### src/design/qte_pkg.sv
// shared types, constants and the arctangent table for the quaternion to euler converter
// no dependencies; used by qte_atan and quaternion_to_euler_angles_top
package qte_pkg;

    localparam int MAG_W    = 33;   // magnitude of any atan2 argument
    localparam int ANG_W    = 26;   // signed angle accumulator, 2^-16 degree
    localparam int ZOUT_W   = 23;   // first-quadrant angle, 0..90 degrees
    localparam int ROOT_W   = 31;
    localparam int RAD_W    = 62;
    localparam int TAB_LEN  = 24;

    localparam logic [ZOUT_W-1:0] DEG90  = 23'd5898240;
    localparam logic [ZOUT_W:0]   DEG180 = 24'd11796480;
    localparam logic [15:0]       ROLL_LIMIT  = 16'd23040;
    localparam logic [15:0]       PITCH_LIMIT = 16'd11520;

    typedef struct packed {
        logic [MAG_W-1:0]  rs_mag;
        logic              rs_neg;
        logic [MAG_W-1:0]  rc_mag;
        logic              rc_neg;
        logic [MAG_W-1:0]  ys_mag;
        logic              ys_neg;
        logic [MAG_W-1:0]  yc_mag;
        logic              yc_neg;
        logic [ROOT_W-1:0] pm;
        logic              p_neg;
        logic              p_clamp;
        logic              invalid;
    } meta_t;

    typedef struct packed {
        logic rs_neg;
        logic rc_neg;
        logic ys_neg;
        logic yc_neg;
        logic p_neg;
        logic p_clamp;
        logic invalid;
    } flags_t;

    // atan(2^-i) in 2^-16 degree, rounded to nearest
    function automatic logic [21:0] atan_tab(input int unsigned i);
        logic [21:0] v;
        unique case (i)
            0:  v = 22'd2949120;
            1:  v = 22'd1740967;
            2:  v = 22'd919879;
            3:  v = 22'd466945;
            4:  v = 22'd234379;
            5:  v = 22'd117304;
            6:  v = 22'd58666;
            7:  v = 22'd29335;
            8:  v = 22'd14668;
            9:  v = 22'd7334;
            10: v = 22'd3667;
            11: v = 22'd1833;
            12: v = 22'd917;
            13: v = 22'd458;
            14: v = 22'd229;
            15: v = 22'd115;
            16: v = 22'd57;
            17: v = 22'd29;
            18: v = 22'd14;
            19: v = 22'd7;
            20: v = 22'd4;
            21: v = 22'd2;
            22: v = 22'd1;
            default: v = 22'd0;
        endcase
        return v;
    endfunction

endpackage

### src/design/qte_atan.sv
// pipelined first-quadrant atan2 by vectoring cordic: leading-one, scale, iteration and output registers
// depends on qte_pkg
module qte_atan #(
    parameter int ITER = 16
) (
    input  logic                        aclk,
    input  logic                        en,
    input  logic [qte_pkg::MAG_W-1:0]   ay,
    input  logic [qte_pkg::MAG_W-1:0]   ax,
    output logic [qte_pkg::ZOUT_W-1:0]  angle
);

    localparam int NI = (ITER < qte_pkg::TAB_LEN) ? ITER : qte_pkg::TAB_LEN;
    localparam int MW = qte_pkg::MAG_W;
    localparam int AW = qte_pkg::ANG_W;

    // stage a: leading one of the larger argument
    logic [MW-1:0] a_ax_reg, a_ay_reg;
    logic [5:0]    a_pos_reg;
    logic          a_zy_reg, a_zx_reg;
    logic [MW-1:0] m_max;
    logic [5:0]    pos_next;

    assign m_max = (ax > ay) ? ax : ay;

    always_comb begin
        pos_next = '0;
        for (int b = 0; b < MW; b++) begin
            if (m_max[b]) pos_next = 6'(b);
        end
    end

    always_ff @(posedge aclk) begin
        if (en) begin
            a_ax_reg  <= ax;
            a_ay_reg  <= ay;
            a_pos_reg <= pos_next;
            a_zy_reg  <= (ay == '0);
            a_zx_reg  <= (ax == '0);
        end
    end

    // stage b: scale so the larger one lies in [2^29, 2^30)
    logic signed [MW:0]   x_reg [0:NI];
    logic signed [MW:0]   y_reg [0:NI];
    logic signed [AW-1:0] z_reg [0:NI];
    logic [1:0]           sp_reg [0:NI];
    logic [MW-1:0]        x_sh, y_sh;

    always_comb begin
        if (a_pos_reg >= 6'd29) begin
            x_sh = a_ax_reg >> (a_pos_reg - 6'd29);
            y_sh = a_ay_reg >> (a_pos_reg - 6'd29);
        end else begin
            x_sh = a_ax_reg << (6'd29 - a_pos_reg);
            y_sh = a_ay_reg << (6'd29 - a_pos_reg);
        end
    end

    always_ff @(posedge aclk) begin
        if (en) begin
            x_reg[0]  <= $signed({1'b0, x_sh});
            y_reg[0]  <= $signed({1'b0, y_sh});
            z_reg[0]  <= '0;
            sp_reg[0] <= {a_zy_reg, a_zx_reg};
        end
    end

    for (genvar k = 0; k < NI; k++) begin : g_iter
        logic signed [MW:0]   xs, ys;
        logic signed [AW-1:0] t;
        assign xs = x_reg[k] >>> k;
        assign ys = y_reg[k] >>> k;
        assign t  = $signed(AW'(qte_pkg::atan_tab(k)));
        always_ff @(posedge aclk) begin
            if (en) begin
                if (!y_reg[k][MW]) begin
                    x_reg[k+1] <= x_reg[k] + ys;
                    y_reg[k+1] <= y_reg[k] - xs;
                    z_reg[k+1] <= z_reg[k] + t;
                end else begin
                    x_reg[k+1] <= x_reg[k] - ys;
                    y_reg[k+1] <= y_reg[k] + xs;
                    z_reg[k+1] <= z_reg[k] - t;
                end
                sp_reg[k+1] <= sp_reg[k];
            end
        end
    end

    // final: zero-argument cases and clamp to [0, 90] degrees
    logic [qte_pkg::ZOUT_W-1:0] angle_reg, angle_next;

    always_comb begin
        priority if (sp_reg[NI][1]) begin
            angle_next = '0;
        end else if (sp_reg[NI][0]) begin
            angle_next = qte_pkg::DEG90;
        end else if (z_reg[NI] < 0) begin
            angle_next = '0;
        end else if (z_reg[NI] > $signed(AW'(qte_pkg::DEG90))) begin
            angle_next = qte_pkg::DEG90;
        end else begin
            angle_next = qte_pkg::ZOUT_W'(z_reg[NI]);
        end
    end

    always_ff @(posedge aclk) begin
        if (en) angle_reg <= angle_next;
    end

    assign angle = angle_reg;

endmodule

### config.mk
export PLATFORM = sky130hd
export DESIGN_NAME = qte_atan
export DESIGN_NICKNAME = d
export VERILOG_FILES = /design/src/design/qte_pkg.sv /design/src/design/qte_atan.sv
export SDC_FILE = /design/constraint.sdc
export NUM_CORES = 2
export LEC_CHECK = 0
export ABC_AREA = 1
export BUFFER_PORTS_ARGS = -buffer_cell sky130_fd_sc_hd__buf_2
export CAP_MARGIN = 20
export CORE_MARGIN = 5
export CORE_UTILIZATION = 70
export DETAILED_ROUTE_END_ITERATION = 7
export PLACE_DENSITY = 0.87
export SYNTH_ARGS = -nofsm -noshare
export SYNTH_HDL_FRONTEND = slang
export SYNTH_SLANG_ARGS = --single-unit
### constraint.sdc
create_clock -name aclk -period 8.05 [get_ports aclk]
set_input_delay 0.4025 -clock aclk [delete_from_list [all_inputs] [get_ports aclk]]
set_output_delay 0.4025 -clock aclk [all_outputs]
set_load 0.02 [all_outputs]
==> results.cfg <==
[layout]
drive_above_1_share_pct = 6.98
syn_to_final_growth_pct = 7.52
nFillCells = 11500
fin_cells = 15900
multi_input_area_um2 = 69100
ff_latch_area_um2 = 44600
final_common_cell = nand2_1
final_cell_mix = nand2_1, edfxtp_1, a21oi_1
finalNetCount = 15000
stdcell_area_um2 = 129000
largest_reg_flops = 510

[critical_path]
end_kind = flip-flop
timing.rr.start = y_reg[7][33]
critPathArrivalTime_ns = 6.25
critPathMaxFanout = 46
ff2ff_setup_slack_ns = 2.36
cp-start-kind = flip-flop
critPathMaxStageDelay_ns = 0.55
cpMostUsedCell = nand2_1
crit_start = y_reg[7][33]
required_ns = 8.61
cp_slowest_cell = edfxtp_1
path_class = flip-flop to flip-flop

[die]
std_cell_rows = 151
die_w_um = 424
die_area_um2 = 179000
ios = 91
initial_core_util_pct = 70.6
core_um2 = 170000
die_y_um = 424

[status]
violations = design-rule violations
status = finished, violations left

[route]
wl_per_cell_um = 20.5
viasPerCell = 6.19
route.detailed.drc = 1
drt_iter0_markers = 10200
antenna_left = 0
dr.pass1.iters = 8
dr_total_vias = 98800
wirelength_um = 327000

[logic_synthesis]
synth-main-ff-cell = edfxtp_1
synth_edf_count = 1486
syn_area_um2 = 120000
syn_avg_cell_area_um2 = 8.90
synth_warnings = 0
seq_area_frac_synth_pct = 37.3
syn_nets = 14900
syn_inst = 13500
ys_ff_latch = 1486
synth.distinct_cells = 78
synthArstFlopShare_pct = 0

[cts]
worstSkewPairLatency_ns = 0.84
cts.repair.resized = 0
cts_tree = yes
cts.path.max_buffers = 3
clkTransAtPathRegs_ns = 0.06
root_buffer = clkbuf_16
cts_made_buffers = 163
clock-sinks = 1486
htreeDepth = 4

[sta]
worst_clock_skew_ns = 0.0296
hold_viol = 0
tns_ns = 0
timing.fmax_mhz = 176
tightest_slew_ns = 1.10
finalSetupViolCount = 0
period_needed_ns = 5.69
grt_setup_unrepaired = no
relSlewSlack_pct = 26.1
period_share_pct = 70.7
slew_violations = 0

[min_path]
hold_start = en
worst_hold_path_type = primary input to flip-flop

[placed_design]
gp_congestion = 0.992
dp_cells = 15600
io_buffers = 89
placed_cell_area_um2 = 123000
dpl.hpwl_um = 252000

[grt]
grt_max_degree = 115
grtUsageTotal_pct = 35.6
overflow = 0
grt_first_pass_wirelength_um = 515000
grt_antenna_before_repair = 6
grt_pass1_vias = 97400

[flow_run]
maxCapViolations = 0
worst paths after layout:
kind              cells past startpoint           end
setup reg to reg                     31  x_reg[8][32]
setup / recovery                     31  x_reg[8][32]
hold reg to reg                       0  sp_reg[0][1]
hold / removal                        1  y_reg[11][8]
area by class of cell:
class / count / area share [%]
multi-input cells: 10400 / 53.7
flip-flops and latches: 1486 / 34.7
inverters: 1335 / 3.90
clock buffers: 187 / 3.34
well taps: 2218 / 2.16
repair buffers: 223 / 1.28
clock inverters: 114 / 0.945
diodes: 4 / 0.00778
cell families after synthesis:
family | Yosys count | synth area share (%)
other | 1 | 0.00313
AND/OR/NAND/NOR | 4237 | 15.0
flip-flops | 1486 | 37.3
AO/OA/AOI/OAI | 2865 | 14.2
multiplexers | 10 | 0.0836
buffers and inverters | 1588 | 5.02
adder cells (fa/ha/maj) | 1377 | 14.6
XOR/XNOR | 1890 | 13.8
metrics by stage:
| stage | utilization, % | hold slack [ns] | worst slack [ns] |
|---|---|---|---|
| 4_1_cts | 75.9 | 0.00412 | 2.53 |
| 2_1_floorplan | - | 0.400 | 2.94 |
| 3_5_place_dp | 72.2 | 0.405 | 1.79 |
| 6_report | 75.9 | 0.00767 | 2.36 |
| 3_3_place_gp | 72.2 | 0.402 | 2.01 |
| 5_1_grt | 75.9 | 0.00325 | 1.97 |
critical path: cells and delay by family, from the launching register on:
family,cells,cell delay [ns]
compound gates,10,1.78
buf+inv,7,1.34
simple gates,12,1.04
flops,1,0.55
fa+ha+maj,1,0.52
xor+xnor,1,0.15
cell usage after synthesis (8+ instances only):
| cell | instances | area, µm² |
|---|---|---|
| o21ai_1 | 98 | 490 |
| xnor2_1 | 594 | 5200 |
| a21o_1 | 61 | 458 |
| nor4_1 | 101 | 632 |
| a21oi_2 | 103 | 902 |
| a31oi_1 | 74 | 463 |
| nand4_1 | 72 | 450 |
| a31oi_2 | 10 | 125 |
| nor2_1 | 1044 | 3920 |
| a211oi_2 | 9 | 113 |
| a21oi_1 | 1349 | 6750 |
| o41ai_1 | 11 | 96.3 |
| o31ai_1 | 136 | 1020 |
| clkbuf_1 | 210 | 788 |
| or2_2 | 36 | 225 |
| fa_1 | 36 | 721 |
| clkinv_1 | 11 | 41.3 |
| inv_2 | 14 | 52.6 |
| nand3_2 | 15 | 150 |
| a22o_1 | 8 | 70.1 |
| o21a_1 | 34 | 255 |
| a211oi_1 | 53 | 398 |
| o21ai_0 | 601 | 3010 |
| nand2_1 | 2106 | 7910 |
| mux2i_1 | 10 | 100 |
| o22ai_1 | 15 | 93.8 |
| o21bai_1 | 38 | 285 |
| nand2_2 | 169 | 1060 |
| inv_1 | 1309 | 4910 |
| ha_1 | 1341 | 16800 |
| nand3_1 | 464 | 2320 |
| nor2_2 | 12 | 75.1 |
| nor3_2 | 9 | 90.1 |
| buf_1 | 34 | 128 |
| xor2_1 | 1295 | 11300 |
| a21boi_2 | 19 | 214 |
| nor3_1 | 183 | 916 |
| o221ai_1 | 30 | 263 |
| o21ai_2 | 112 | 981 |
| edfxtp_1 | 1486 | 44600 |
| o211ai_1 | 38 | 285 |
what timing repair did:
item | 4_1_cts | 5_1_grt
setup endpoints to repair | 0 | 0
hold endpoints to repair | 67 | 0
hold buffers | 66 | 0
setup buffers | 0 | 0
metal layers:
metal	vias to the layer above	track usage, %	share of wire (%)
li1	46900	-	-
met1	46400	43.8	39
met2	4384	61.5	48
met3	1142	5.24	7.1
met4	2	17.4	5.8
met5	-	0	0.0058
Power is not shown: default switching activity piles up to over one toggle a cycle in this logic, so the estimate is an artifact.
